==> config.mk <==
export PLATFORM = sky130hd
export DESIGN_NAME = ttfc_front
export DESIGN_NICKNAME = d
export VERILOG_FILES = /design/src/hw/rtl/tick_time_format_converter_unit_defines.svh /design/src/hw/rtl/ttfc_pkg.sv /design/src/hw/rtl/ttfc_front.sv
export SDC_FILE = /design/constraint.sdc
export NUM_CORES = 1
export LEC_CHECK = 0
export ABC_AREA = 1
export BUFFER_PORTS_ARGS = -buffer_cell sky130_fd_sc_hd__buf_4
export CORE_AREA = 2 2 114 116
export DETAILED_ROUTE_END_ITERATION = 12
export DIE_AREA = 0 0 116 118
export GPL_ROUTABILITY_DRIVEN = 1
export PLACE_DENSITY = 0.53
export SLEW_MARGIN = 5
export SYNTH_ARGS = -nofsm -noshare
export SYNTH_HDL_FRONTEND = slang
export SYNTH_SLANG_ARGS = --single-unit
export TNS_END_PERCENT = 50
==> constraint.sdc <==
create_clock -name vclk -period 1.4
set_clock_uncertainty 0.2 [all_clocks]
set_input_delay 0.35 -clock vclk [all_inputs]
set_output_delay 0.35 -clock vclk [all_outputs]
set_load 0.01 [all_outputs]
==> src/hw/rtl/tick_time_format_converter_unit_defines.svh <==
// Assertion macros for the tick and time format converter RTL.
`ifndef TICK_TIME_FORMAT_CONVERTER_UNIT_DEFINES_SVH
`define TICK_TIME_FORMAT_CONVERTER_UNIT_DEFINES_SVH

// Checked on every clock edge outside of reset.
`define TTFC_ASSERT(lbl, prop, msg) \
   lbl: assert property (@(posedge clock) disable iff (reset) prop) else $error(msg);

// Checked on every clock edge, reset included.
`define TTFC_ASSERT_ALWAYS(lbl, prop, msg) \
   lbl: assert property (@(posedge clock) prop) else $error(msg);

`endif

==> src/hw/rtl/ttfc_pkg.sv <==
// Types, constants and arithmetic helpers of the tick and time format converter.
`default_nettype none
package ttfc_pkg;

   localparam int NANO_DIGITS  = 9;
   localparam int MICRO_DIGITS = 6;

   localparam logic KIND_TO_TIME  = 1'b0;
   localparam logic KIND_TO_TICKS = 1'b1;

   localparam logic [31:0] RATE_RESET = 32'd10000000;

   function automatic logic [31:0] pow10(input int n);
      logic [31:0] p;
      p = 32'd1;
      for (int i = 0; i < n; i++) begin
         p = p * 32'd10;
      end
      return p;
   endfunction

   localparam logic [31:0] NANO_SCALE  = pow10(NANO_DIGITS);
   localparam logic [31:0] MICRO_SCALE = pow10(MICRO_DIGITS);

   typedef struct packed {
      logic        kind;
      logic        micro_precision;
      logic [63:0] tick_count;
      logic [63:0] whole_seconds;
      logic [29:0] fraction_in;
   } ttfc_req_type;

   typedef struct packed {
      logic [63:0] tick_result;
      logic [63:0] seconds_result;
      logic [29:0] fraction_result;
   } ttfc_rsp_type;

   typedef struct packed {
      logic        kind;
      logic        micro;
      logic [63:0] num;
      logic [63:0] secs;
   } ttfc_work_type;

   // Divisor of the first division and of the second one: the tick rate for ticks to time,
   // the decimal scale for time to ticks.
   function automatic logic [31:0] divisor_of(input logic kind, input logic micro,
                                              input logic [31:0] rate);
      logic [31:0] scale;
      scale = micro ? MICRO_SCALE : NANO_SCALE;
      return (kind == KIND_TO_TICKS) ? scale : rate;
   endfunction

   // One restoring division step: returns the quotient bit over the new remainder.
   function automatic logic [32:0] div_step(input logic [31:0] rem, input logic bit_in,
                                            input logic [31:0] d);
      logic [32:0] trial;
      logic [32:0] diff;
      logic        ge;
      trial = {rem, bit_in};
      diff  = trial - {1'b0, d};
      ge    = trial >= {1'b0, d};
      return {ge, ge ? diff[31:0] : trial[31:0]};
   endfunction

endpackage
`default_nettype wire

==> src/hw/rtl/ttfc_front.sv <==
// Front end: sorts an accepted request into the dividend and operands of the work item.
`default_nettype none
module ttfc_front import ttfc_pkg::*; (
   input  wire ttfc_req_type  req,
   output      ttfc_work_type work
);
   always_comb begin
      work.kind  = req.kind;
      work.micro = req.micro_precision;
      work.secs  = req.whole_seconds;
      if (req.kind == KIND_TO_TICKS) begin
         work.num = {34'd0, req.fraction_in};
      end else begin
         work.num = req.tick_count;
      end
   end
endmodule
`default_nettype wire

==> results of run 1 <==
[synthesized netlist by cell type, drive strengths merged]
cell type	number
buf	76
nand2	90
inv	35
nor2	34
[worst max path at each step]
stage	from	end	cells past startpoint
final	req[159]	work[78]	6
after global routing	req[159]	work[78]	6
after CTS	req[159]	work[70]	6
after detailed placement	req[159]	work[70]	5
after global placement	req[159]	work[65]	5
after floorplan	req[159]	work[100]	3
[stage by stage]
stage / total power, mW / worst slack, ns / instances / hold slack [ns] / cell area [sq um]
floorplan: 0.416 / 0.0710 / 235 / 0.583 / 1190
global placement: 0.628 / -0.199 / 494 / 0.500 / 2060
detailed placement: 0.629 / -0.198 / 494 / 0.500 / 2060
CTS: 0.695 / -0.125 / 497 / 0.500 / 2210
global route: 0.887 / -0.133 / 500 / 0.500 / 2570
finish: 0.818 / -0.110 / 500 / 0.500 / 2570
[timing repair]
action	in CTS	in global routing
gates cloned	3	3
endpoints found under the setup margin	65	64
resized for setup	21	90
pin swaps	0	9
[routing by layer]
layer | vias to the layer above | global-route usage (%) | wire (um)
met5 | - | 0 | 0
met4 | 0 | 4.17 | 379
met3 | 42 | 2.16 | 807
met2 | 134 | 13.9 | 3080
met1 | 684 | 7.22 | 2070
li1 | 784 | - | -
[cell type report]
class / instances / share of cell area (%)
Timing Repair Buffer: 169 / 59.9
Multi-Input combinational cell: 124 / 26.2
Tap cell: 172 / 8.37
Inverter: 35 / 5.60
[power by group through the flow]
stage	clock network, mW	logic [mW]	registers, mW
floorplan	0	0.416	0
global placement	0	0.628	0
detailed placement	0	0.629	0
CTS	0	0.695	0
global route	0	0.887	0
finish	0	0.818	0
[cells in the final DEF, fill, tap and decap left out]
cell type / instances
nor2_1: 24
buf_8: 1
buf_4: 133
nor2_4: 3
clkbuf_16: 3
inv_12: 1
nor2_2: 7
nand2_4: 11
buf_12: 1
nand2_2: 34
buf_16: 5
nand2_1: 45
inv_1: 34
buf_6: 26
[kinds of logic (layout without fill, tap and decap cells)]
group	after synthesis	in the layout	synth area share, %
AND/OR/NAND/NOR	124	124	39.2
buffers and inverters	111	204	60.8
[worst max-delay path, cell delays in order]
cell       delay (ns)
buf_16           0.14
inv_12           0.09
clkbuf_16        0.17
nand2_4          0.04
nand2_2          0.07
buf_6            0.10
==> run metrics, run 1 <==
WHS Endpoint work[18]; kind of critical path in -> out; Antenna Cells 0; Net Count, Synth 395; setup ws final -0.110 ns; pin count of the biggest net entering global routing 33; Hold Crit Class in -> out; drt via density 3.29; CP endpoint kind output pin; Die Height 118 um; DR iter-0 viols 10; GRT Total Usage 7.49%; startpoint types input pin; RePlAce Congestion 0.689; crit path max fanout 6; Register Area 0 sq um; final worst-path cycle share 108%; Arr. time, crit path 0.96 ns; failing checks negative setup slack; RSZ-0062 raised after global routing yes; area fraction of the dominant cell type after synthesis 41.8%; P&R area growth vs syn 117%; WL/cell 12.7 um; slew at the pin closest to its max-slew limit 0.151 ns; Post-Route Utilization 20.7%; share of layout cells above drive strength 1 68.6%; Top Ports 290; Hold Path Stages 0; vias in the first global route 1,498; Layout Nets 490; Synth Cell Area 1190 sq um; clock share of power 0%; Max Freq 662 MHz; core area 12,400 sq um; max cap viols 0; final hold violation count 0; switching share of power 41.0%; first-pass GRT wire length 7970 um; final number of setup-violating endpoints 64; Die Span X 116 um; Worst EP required 0.85 ns; Min Clock Period, post-route 1.51 ns; Synth cell types 6; Cell Rows 41; Internal 0.483 mW; Power Dens Cells 318 nW/um^2; number of setup buffers added after CTS 0; YS warnings 0; cts hold-fix bufs 0; drt first pass iters 4; Fillers 1,444; global route overflow 0; port bufs 160; hold path start req[48]; DR DRC count 0; setup tns final -4.39 ns; slew margin rel. 90.0%; vias post-DR 1,644; register share of total power 0%; ranking of synthesized cells by area buf_4 42%, nand2_1 28%, inv_1 11%, nor2_1 11%, buf_6 6.6%; Switching Power 0.336 mW; Initial Utilization 9.55%; Cells after Synth 235; count of pins over their slew limit 0; total wire length 6340 um; initial antenna violation count 0; ANT nets after route 0; die area 13,700 sq um; Peak VDD IR 0.0000664 V; dpl hpwl 4290 um; Multi-input gate area 673 sq um; area leader, netlist buf_4; syn avg cell area 5.05 sq um; CLK BUF 0; Leakage Power 1.50 nW; Seq/Total Area, Yosys 0%; combinational group share of total power 100.0%; outcome complete, but fails checks; sequential cell count 0
(Power assumes the default switching activity.)
==> run 2, diff against run 1 <==
BUFFER_PORTS_ARGS = -buffer_cell sky130_fd_sc_hd__buf_2   (was -buffer_cell sky130_fd_sc_hd__buf_4)
==> run 2 against run 1 <==
Effect of this change:
- largest power group unchanged
- total power down 4.0%
- worst hold slack unchanged
- via count up 2.1%
- first-iteration DRC count rose to 3.3 times the previous value
- worst setup slack worse by 0.059 ns
- fmax down 3.8%
- the flow still finishes with violations (negative setup slack)
- cell area down 2.8%
==> run metrics, run 2 (synthesis gave the netlist of run 1 again) <==
outcome complete, but fails checks; startpoint types input pin; placed instance area 1670 sq um; Antenna Cells 0; Die Height 118 um; drt via density 3.30; final hold violation count 0; dpl hpwl 4250 um; setup ws final -0.169 ns; Post-Route Utilization 20.1%; RePlAce Congestion 0.705; Hold Crit Class in -> out; kind of critical path in -> out; Top Ports 290; Peak VDD IR 0.0000658 V; hold_ws 0.500 ns; core area 12,400 sq um; Cell Rows 41; vias post-DR 1,679; most frequent cells in the layout 132 x buf_2, 45 x nand2_1, 37 x nand2_2; post-route cell area 2500 sq um; drt first pass iters 2; Die Span X 116 um; die area 13,700 sq um; Cells after DPL 495; sequential cell count 0; cts hold-fix bufs 0; Top Usage Layer GRT met2; crit path max fanout 7; share of layout cells above drive strength 1 73.9%; most common cell after layout, fill and taps aside buf_2; CLK BUF 0; GRT Total Usage 7.89%; routing usage on met2 15.4%; max cap viols 0; pin count of the biggest net entering global routing 22; final number of setup-violating endpoints 64; port bufs 160; GR Util met3 1.75%; Register Area 0 sq um; vias in the first global route 1,560; Worst EP required 0.85 ns; slew margin rel. 90.3%; Layout Nets 499; final cell count without fillers 509; Power Dens Cells 314 nW/um^2; slew at the pin closest to its max-slew limit 0.145 ns; Leakage Power 1.48 nW; total wire length 6400 um; failing checks negative setup slack; WL/cell 12.6 um; ANT nets after route 0; count of pins over their slew limit 0; P&R area growth vs syn 111%; DR DRC count 0; hold path start req[44]; global route overflow 0; dpl ws -0.243 ns; DR iter-0 viols 33; Max Freq 637 MHz; first-pass GRT wire length 8230 um; final worst-path cycle share 112%; Min Clock Period, post-route 1.57 ns; GR Util met1 7.38%; Arr. time, crit path 1.02 ns; initial antenna violation count 0; CP endpoint kind output pin; Initial Utilization 9.55%; CP Launch Point req[159]; RSZ-0062 raised after global routing yes
[run 2: cell count changes in the layout (fill, tap and decap cells not counted), sizes merged]
cell    previous run  this run
inv               35        34
buf              166       175
clkinv             0         1
[run 2: area by class of cell]
class                      count  area (sq um)
fill                        1423          9920
tap                          172           215
timing repair buffer         178          1370
multi-input combinational    124           766
inverter                      35           144
[run 2: path summary, 6_finish.rpt]
path	to	slack (ns)	cells past startpoint
worst max-delay path	work[71]	-0.17	7
worst min-delay path	work[14]	0.50	0
[run 2: metrics by stage]
| stage | power (mW) | setup TNS, ns |
|---|---|---|
| after floorplan | 0.416 | 0 |
| after global placement | 0.492 | -7.88 |
| after detailed placement | 0.492 | -8.03 |
| after CTS | 0.649 | -7.76 |
| after global routing | 0.852 | -8.69 |
| final | 0.786 | -6.89 |
[run 2: worst max-delay path: stages]
cell and delay, ns:
buf_12 0.11, clkinv_8 0.06, buf_8 0.12, buf_12 0.13
nand2_2 0.06, nand2_2 0.06, buf_6 0.12
[run 2: metal layers]
layer	vias to the layer above	part of all wire, %
met3	40	11
li1	805	-
met4	0	5.6
met2	132	52
met1	702	32
met5	-	0
[run 2: what timing repair did]
item | 4_1_cts | 5_1_grt
endpoints found under the setup margin | 65 | 65
resized for setup | 60 | 89
cloned | 6 | 4
buffers inserted | 4 | 1
pin swaps | 5 | 22
[run 2: report_power, final]
part           internal (mW)  switching [mW]  leakage (nW)  total [mW]
Sequential                 0               0             0           0
Clock                      0               0             0           0
Combinational          0.420           0.365          1.48       0.786
Total                  0.420           0.365          1.48       0.786
