$ cat config.mk
export PLATFORM = sky130hd
export DESIGN_NAME = ttfc_fifo
export DESIGN_NICKNAME = d
export VERILOG_FILES = /design/src/hw/rtl/tick_time_format_converter_unit_defines.svh /design/src/hw/rtl/ttfc_fifo.sv
export SDC_FILE = /design/constraint.sdc
export NUM_CORES = 1
export LEC_CHECK = 0
export BUFFER_PORTS_ARGS = -buffer_cell sky130_fd_sc_hd__buf_2
export CAP_MARGIN = 20
export CORE_MARGIN = 8
export CORE_UTILIZATION = 40
export CTS_BUF_LIST = sky130_fd_sc_hd__clkbuf_2
export DETAILED_ROUTE_END_ITERATION = 8
export PLACE_DENSITY_LB_ADDON = 0.05
export SLEW_MARGIN = 20
export SYNTH_ARGS = -nofsm -noshare
export SYNTH_HDL_FRONTEND = slang
export SYNTH_SLANG_ARGS = --single-unit
$ cat constraint.sdc
create_clock -name clock -period 2.7 [get_ports clock]
set_input_delay 0.135 -clock clock [delete_from_list [all_inputs] [get_ports clock]]
set_output_delay 0.135 -clock clock [all_outputs]
set_load 0.03 [all_outputs]
$ cat src/hw/rtl/tick_time_format_converter_unit_defines.svh
// Assertion macros for the tick and time format converter RTL.
`ifndef TICK_TIME_FORMAT_CONVERTER_UNIT_DEFINES_SVH
`define TICK_TIME_FORMAT_CONVERTER_UNIT_DEFINES_SVH

// Checked on every clock edge outside of reset.
`define TTFC_ASSERT(lbl, prop, msg) \
   lbl: assert property (@(posedge clock) disable iff (reset) prop) else $error(msg);

// Checked on every clock edge, reset included.
`define TTFC_ASSERT_ALWAYS(lbl, prop, msg) \
   lbl: assert property (@(posedge clock) prop) else $error(msg);

`endif

$ cat src/hw/rtl/ttfc_fifo.sv
// Small first-in first-out queue built from registers.
`default_nettype none
module ttfc_fifo #(
   parameter int WIDTH = 8,
   parameter int DEPTH = 4
) (
   input  wire logic             clock,
   input  wire logic             reset,
   input  wire logic             push,
   input  wire logic [WIDTH-1:0] wdata,
   output      logic             full,
   input  wire logic             pop,
   output      logic [WIDTH-1:0] rdata,
   output      logic             empty
);
   localparam int PTR_W = (DEPTH > 1) ? $clog2(DEPTH) : 1;
   localparam int CNT_W = $clog2(DEPTH + 1);

   logic [WIDTH-1:0] mem_ff [DEPTH];
   logic [PTR_W-1:0] wr_ptr_ff, wr_ptr_in;
   logic [PTR_W-1:0] rd_ptr_ff, rd_ptr_in;
   logic [CNT_W-1:0] count_ff, count_in;
   logic             do_push, do_pop;

   assign full    = count_ff == CNT_W'(DEPTH);
   assign empty   = count_ff == '0;
   assign do_push = push && !full;
   assign do_pop  = pop && !empty;
   assign rdata   = mem_ff[rd_ptr_ff];

   always_comb begin
      wr_ptr_in = wr_ptr_ff;
      rd_ptr_in = rd_ptr_ff;
      if (do_push) begin
         wr_ptr_in = (wr_ptr_ff == PTR_W'(DEPTH - 1)) ? '0 : wr_ptr_ff + PTR_W'(1);
      end
      if (do_pop) begin
         rd_ptr_in = (rd_ptr_ff == PTR_W'(DEPTH - 1)) ? '0 : rd_ptr_ff + PTR_W'(1);
      end
      count_in = count_ff + CNT_W'(do_push) - CNT_W'(do_pop);
   end

   always_ff @(posedge clock) begin
      if (reset) begin
         wr_ptr_ff <= '0;
         rd_ptr_ff <= '0;
         count_ff  <= '0;
      end else begin
         wr_ptr_ff <= wr_ptr_in;
         rd_ptr_ff <= rd_ptr_in;
         count_ff  <= count_in;
      end
   end

   always_ff @(posedge clock) begin
      if (do_push) begin
         mem_ff[wr_ptr_ff] <= wdata;
      end
   end
endmodule
`default_nettype wire

==> impl_results.md, run 1 <==
- Core region area: 0.00397 mm²
- DR vias: 871
- Setup TNS: 0 ps
- RSZ-0062 raised after global routing: false
- Vias in the first global route: 985
- Worst hold start: push
- Crit path max fanout: 9
- VDD IR max: 368 µV
- N_diodes: 0
- Die area: 0.00640 mm²
- P_int: 1050 µW
- # rows: 23
- Sequential Power Share: 52.6%
- Post-CTS Setup Bufs: 0
- CP cell instances: or3b_1 -> and2_4 -> inv_1 -> ha_1 -> inv_1 -> ha_1 -> fa_1 -> xnor2_1 -> xnor2_1 -> nor2_1
- Critical path data arrival time: 2620 ps
- M1 WL: 1110 µm
- PnR worst setup slack: 360 ps
- Residual DRC count: 0
- Fin. max-slew vios: 0
- FF-to-FF Start: count_ff[2]$_SDFF_PP0_
- Worst hold path depth: 3
- Skew-Pair Late Insertion Delay: 390 ps
- CTS tree: yes
- Final wirelength: 2730 µm
- Status: complete, no violations
- Pin count of the biggest net entering global routing: 13
- Synthesized Nets: 112
- Avg WL per Cell: 15.3 µm
- Routed vias/inst: 4.89
- Crit-path max cell delay: 490 ps
- Post-Syn Area: 0.00164 mm²
- Initial core utilization: 41.2%
- Metal3 WL: 166 µm
- Pleak: 0.000737 µW
- ANT nets after route: 0
- Power share of the clock group: 15.8%
- GPL Wtd Cong: 0.677
- Fillcell total: 370
- Initial antenna violation count: 0
- GRT Util Overall: 9.71%
- Sequential share of the synthesized area: 69.7%
- FF+latch count, synth: 41
- H-tree levels: 2
- Yosys warnings: 0
- Worst hold path class: primary input to flop
- Chip height: 80.0 µm
- Final min period: 2340 ps
- CP required: 2980 ps
- Worst slack, placed: 390 ps
- CTS Buf Count: 5
- Synth cell types: 25
- Initial DRC count: 40
- Period utilization: 86.7%
- DR top layer: met4
- Final setup vio count: 0
- Worst R2R Setup Slack: 360 ps
- Worst Tran Pin Value: 538 ps
- FF-to-FF End: count_ff[2]$_SDFF_PP0_
- Area Overhead vs Synth: 17.4%
- CP Class: flop to flop
- Worst-path clk slew: 180 ps
- F_max: 0.427 GHz
- Slew HR: 64.1%
- Crit end category: flop
- Num Clock Sinks: 41
- Worst Hold Path EP: wr_ptr_ff[1]$_SDFFE_PP0P_
- Pwr/cell area: 824 mW/mm²
- Worst Clk Skew: 21.6 ps
- Share of cells above drive strength 1: 32.0%
- Buffers on Ports: 21
- Final hold viol count: 0
- IO Pins: 22
- CTS Buffer Depth: 2
- DR WL met2: 1420 µm
- Post-Syn Instances: 92
- First-pass GRT wire length: 4560 µm
- Pre-Repair DR Iteration Count: 4
- NumNets Final: 147
- Worst r2r path cells: 10
- Critical Path Source Type: flop
- Mean post-synth cell area: 17.8 µm²
- Clock root buffer: clkbuf_2
- Critical-path top delay cell: or3b_1
- Post-detail-place hpwl: 1970 µm
- Grt total ovfl: 0
- Net Sw Power: 533 µW
- Combinational power share: 31.6%
- Max-cap violation count: 0
- Die Wd: 80.0 µm
- Switching Share: 33.7%
## power by group through the flow
stage / clock [µW] / sequential (µW) / combinational, µW
5_1_grt: 284 / 851 / 553
2_1_floorplan: 0 / 810 / 406
4_1_cts: 261 / 839 / 511
3_5_place_dp: 0 / 854 / 498
6_report: 250 / 834 / 500
3_3_place_gp: 0 / 851 / 494
## metal layers
metal | GRT usage, % | up-vias
met5 | 0 | -
met4 | 6.00 | 0
li1 | - | 418
met2 | 17.3 | 20
met3 | 3.38 | 3
met1 | 9.34 | 430
## stage by stage
step	cell area, µm²	total power, µW	hold slack (ps)	util [%]	cells
floorplan	1640	1220	204	-	92
global placement	1790	1340	350	45.1	161
detailed placement	1790	1350	351	45.1	161
CTS	1920	1610	25.1	48.4	178
global route	1920	1690	13.2	48.4	178
finish	1920	1580	57.0	48.4	178
## critical path: cells and delay by family (launching register included)
kind / cells / cell delay [ps]
flops: 1 / 410
fa+ha+maj: 3 / 680
simple gates: 3 / 750
xor+xnor: 2 / 330
buf+inv: 2 / 90
## sequential cells by signal, indices dropped and copies added (netlist names), named ones only
name       flops
mem_ff        32
count_ff       3
rd_ptr_ff      2
wr_ptr_ff      2
## repair_timing
| action | in CTS | in global routing |
|---|---|---|
| endpoints found under the hold margin | 34 | 0 |
| hold buffers | 9 | 0 |
| gates resized for setup | 0 | 0 |
## synth_stat cells (all sizes together)
| cell | count | share of area (%) |
|---|---|---|
| o31ai | 2 | 1.2 |
| mux2i | 1 | 0.61 |
| xnor2 | 2 | 1.1 |
| buf | 3 | 1.2 |
| fa | 1 | 1.2 |
| a21oi | 2 | 0.61 |
| and2 | 1 | 0.53 |
| a21o | 1 | 0.46 |
| ha | 7 | 5.3 |
| dfxtp | 9 | 11 |
| nor2 | 2 | 0.46 |
| inv | 8 | 1.8 |
| or3 | 1 | 0.38 |
| nor3 | 2 | 0.61 |
| and3 | 4 | 1.6 |
| nand2 | 1 | 0.23 |
| nor2b | 2 | 0.76 |
| nand3 | 2 | 0.61 |
| or3b | 1 | 0.53 |
| mux4 | 8 | 11 |
| edfxtp | 32 | 59 |
## logic make-up after synthesis
logic type	Yosys count	synth area share [%]
adders and majority gates	8	6.57
DFF	41	69.7
xor gates and xnor gates	2	1.07
AOI/OAI and AO/OA	5	2.29
and+or+nand+nor	16	5.73
muxes	9	11.6
buffers and inverters	11	3.06
## worst max path at each step
| stage | depth (start not counted) | endpoint | slack (ps) | start |
|---|---|---|---|---|
| after floorplan | 11 | count_ff[2]$_SDFF_PP0_ | 510 | count_ff[2]$_SDFF_PP0_ |
| after global placement | 10 | count_ff[2]$_SDFF_PP0_ | 430 | count_ff[2]$_SDFF_PP0_ |
| after detailed placement | 10 | count_ff[2]$_SDFF_PP0_ | 390 | count_ff[2]$_SDFF_PP0_ |
| after CTS | 10 | count_ff[2]$_SDFF_PP0_ | 350 | count_ff[2]$_SDFF_PP0_ |
| after global routing | 10 | count_ff[2]$_SDFF_PP0_ | 230 | count_ff[2]$_SDFF_PP0_ |
| final | 10 | count_ff[2]$_SDFF_PP0_ | 360 | count_ff[2]$_SDFF_PP0_ |
## cells in the final DEF (no fill, tap or decap)
| cell type | n |
|---|---|
| and3_2 | 1 |
| o31ai_2 | 1 |
| inv_1 | 8 |
| a21oi_1 | 2 |
| edfxtp_1 | 32 |
| buf_2 | 21 |
| clkbuf_2 | 6 |
| nand3_1 | 2 |
| mux4_2 | 8 |
| nor3_1 | 2 |
| ha_1 | 7 |
| mux2i_1 | 1 |
| clkinv_2 | 2 |
| buf_4 | 1 |
| a21o_1 | 1 |
| and3_1 | 3 |
| and2_4 | 1 |
| fa_1 | 1 |
| o31ai_1 | 1 |
| or3_1 | 1 |
| xnor2_1 | 2 |
| nand2_1 | 1 |
| dlygate4sd3_1 | 9 |
| nor2_1 | 2 |
| dfxtp_1 | 9 |
| or3b_1 | 1 |
| nor2b_1 | 2 |
## final cells by class
cell class / instances / area (µm²) / area share [%]
sequential: 41 / 1140 / 59.3
inverter: 8 / 30.0 / 1.56
timing repair buffer: 31 / 203 / 10.5
tap: 50 / 62.6 / 3.25
multi-input combinational: 40 / 447 / 23.2
clock buffer: 6 / 30.0 / 1.56
clock inverter: 2 / 10.0 / 0.520
No activity file was read; power rests on OpenSTA's default activity.
==> run 2: changes to the inputs <==
Clock period 2.7 ns to 2.9 ns, I/O delays scaled along.
==> impl_results.md, run 2 (synthesized netlist as in run 1, its figures left out) <==
- Delay-heaviest family, CP: simple AND/OR/NAND/NOR gates (unchanged)
- Grt total ovfl: 0 (unchanged)
- Worst r2r path cells: 10 (unchanged)
- Pre-Repair DR Iteration Count: 4 (unchanged)
- Max-cap violation count: 0 (unchanged)
- Worst-path clk slew: 200 ps (was 180 ps)
- Crit path max fanout: 9 (unchanged)
- Critical path data arrival time: 2630 ps (was 2620 ps)
- Critical Path Source Type: flop (unchanged)
- Net Sw Power: 500 µW (was 533 µW)
- IO Pins: 22 (unchanged)
- Pin count of the biggest net entering global routing: 14 (was 13)
- GPL Wtd Cong: 0.669 (was 0.677)
- Final hold viol count: 0 (unchanged)
- CTS tree: yes (unchanged)
- Worst Clk Skew: 21.2 ps (was 21.6 ps)
- Fin. max-slew vios: 0 (unchanged)
- Overall Power: 1560 µW (was 1580 µW)
- Setup TNS: 0 ps (unchanged)
- Core region area: 0.00397 mm² (unchanged)
- CTS Buffer Depth: 2 (unchanged)
- Worst R2R Setup Slack: 560 ps (was 360 ps)
- Most common cell after layout, fill and taps aside: edfxtp_1 (unchanged)
- Skew-Pair Late Insertion Delay: 390 ps (about the same)
- Buffers on Ports: 21 (unchanged)
- Die Wd: 80.0 µm (unchanged)
- Combinational power share: 29.1% (was 31.6%)
- P_int: 1060 µW (was 1050 µW)
- CP cell instances: or3b_1 -> and2_4 -> inv_1 -> ha_1 -> inv_1 -> ha_1 -> fa_1 -> xnor2_1 -> xnor2_1 -> nor2_1 (unchanged)
- Final wirelength: 2690 µm (was 2730 µm)
- Power share of the clock group: 21.1% (was 15.8%)
- Fillcell total: 370 (unchanged)
- GRT Util Overall: 9.50% (was 9.71%)
- VDD IR max: 361 µV (was 368 µV)
- Crit-path max cell delay: 490 ps (about the same)
- Share of cells above drive strength 1: 31.5% (was 32.0%)
- Residual DRC count: 0 (unchanged)
- FF-to-FF Start: count_ff[2]$_SDFF_PP0_ (unchanged)
- Switching Share: 32.1% (was 33.7%)
- Worst hold start: push (unchanged)
- Post-detail-place hpwl: 1890 µm (was 1970 µm)
- ANT nets after route: 0 (unchanged)
- Final min period: 2340 ps (about the same)
- Initial antenna violation count: 0 (unchanged)
- CP required: 3180 ps (was 2980 ps)
- First-pass GRT wire length: 4460 µm (was 4560 µm)
- RSZ-0062 raised after global routing: false (unchanged)
- Commonest non-fill, non-tap cells in the layout: edfxtp_1, buf_2, dfxtp_1, dlygate4sd3_1 (unchanged)
- Worst Hold Path EP: wr_ptr_ff[1]$_SDFFE_PP0P_ (unchanged)
- Worst Tran Pin Value: 560 ps (was 538 ps)
- Buf/Inv on CP: 2 (unchanged)
- Vias in the first global route: 923 (was 985)
- CP Class: flop to flop (unchanged)
- Num Clock Sinks: 41 (unchanged)
- F_max: 0.427 GHz (about the same)
- H-tree levels: 2 (unchanged)
- Chip height: 80.0 µm (unchanged)
- NumNets Final: 146 (was 147)
- Routed vias/inst: 4.82 (was 4.89)
- Clock root buffer: clkbuf_2 (unchanged)
- Pleak: 0.000743 µW (was 0.000737 µW)
- Avg WL per Cell: 15.2 µm (was 15.3 µm)
- Initial DRC count: 36 (was 40)
- Crit end category: flop (unchanged)
- Worst hold path class: primary input to flop (unchanged)
- Max FFs per register: 32 (unchanged)
- Biggest register: mem_ff (unchanged)
- DR vias: 853 (was 871)
- Pwr/cell area: 804 mW/mm² (was 824 mW/mm²)
- # rows: 23 (unchanged)
- Status: complete, no violations (unchanged)
- Slew HR: 62.6% (was 64.1%)
- Final setup vio count: 0 (unchanged)
- Area Overhead vs Synth: 18.5% (was 17.4%)
- Die area: 0.00640 mm² (unchanged)
- Regs by FF count: mem_ff (32), count_ff (3) (unchanged)
- CTS Buf Count: 5 (unchanged)
- FF-to-FF End: count_ff[2]$_SDFF_PP0_ (unchanged)
- Worst hold path depth: 3 (unchanged)
- Sequential Power Share: 49.8% (was 52.6%)
- Post-CTS Setup Bufs: 0 (unchanged)
- N_diodes: 0 (unchanged)
- Period utilization: 80.9% (was 86.7%)
- Initial core utilization: 41.2% (unchanged)
- Critical-path top delay cell: or3b_1 (unchanged)
run 2: cell type report:
class / count / area (µm²) / area share, %
clock buffers: 6 / 30.0 / 1.55
clock inverters: 2 / 35.0 / 1.81
inverters: 8 / 30.0 / 1.55
multi-input cells: 40 / 447 / 23.0
flip-flops and latches: 41 / 1140 / 58.8
well taps: 50 / 62.6 / 3.22
repair buffers: 30 / 195 / 10.1
run 2: repair_timing:
action,CTS,global route
hold buffers,9,0
hold endpoints to repair,33,0
resized for setup,0,0
endpoints found under the setup margin,0,0
run 2: routing by layer:
metal,global-route usage [%],vias to the layer above,wire (µm)
met5,0,-,0
met4,3.82,0,47
met3,3.94,5,155
met2,15.2,17,1290
met1,11.0,414,1200
li1,-,417,-
run 2: power groups by stage:
stage	clock network [µW]	registers, µW	logic, µW
floorplan	0	755	378
global placement	0	793	450
detailed placement	0	795	454
CTS	339	781	466
global route	361	793	506
finish	329	777	454
run 2: worst max path at each step:
stage / cells past startpoint / slack [ps] / start / endpoint
2_1_floorplan: 11 / 710 / count_ff[2]$_SDFF_PP0_ / count_ff[2]$_SDFF_PP0_
3_3_place_gp: 10 / 570 / count_ff[2]$_SDFF_PP0_ / count_ff[2]$_SDFF_PP0_
3_5_place_dp: 10 / 560 / count_ff[2]$_SDFF_PP0_ / count_ff[2]$_SDFF_PP0_
4_1_cts: 10 / 540 / count_ff[2]$_SDFF_PP0_ / count_ff[2]$_SDFF_PP0_
5_1_grt: 10 / 380 / count_ff[2]$_SDFF_PP0_ / count_ff[2]$_SDFF_PP0_
6_report: 10 / 560 / count_ff[2]$_SDFF_PP0_ / count_ff[2]$_SDFF_PP0_
run 2: worst min-delay path, delay by kind of cell:
family | cells | cell delay [ps]
buf+inv | 1 | 140
compound gates | 1 | 50
simple gates | 1 | 80
run 2: through the flow:
step                      worst slack, ps  util (%)  instance area, µm²  instances  hold slack, ps
after global routing                  380      48.9                1940        177            36.3
after global placement                575      45.0                1790        160             360
after detailed placement              564      45.0                1790        160             363
after floorplan                       714         -                1640         92             214
after CTS                             536      48.9                1940        177            37.3
final                                 555      48.9                1940        177            57.9
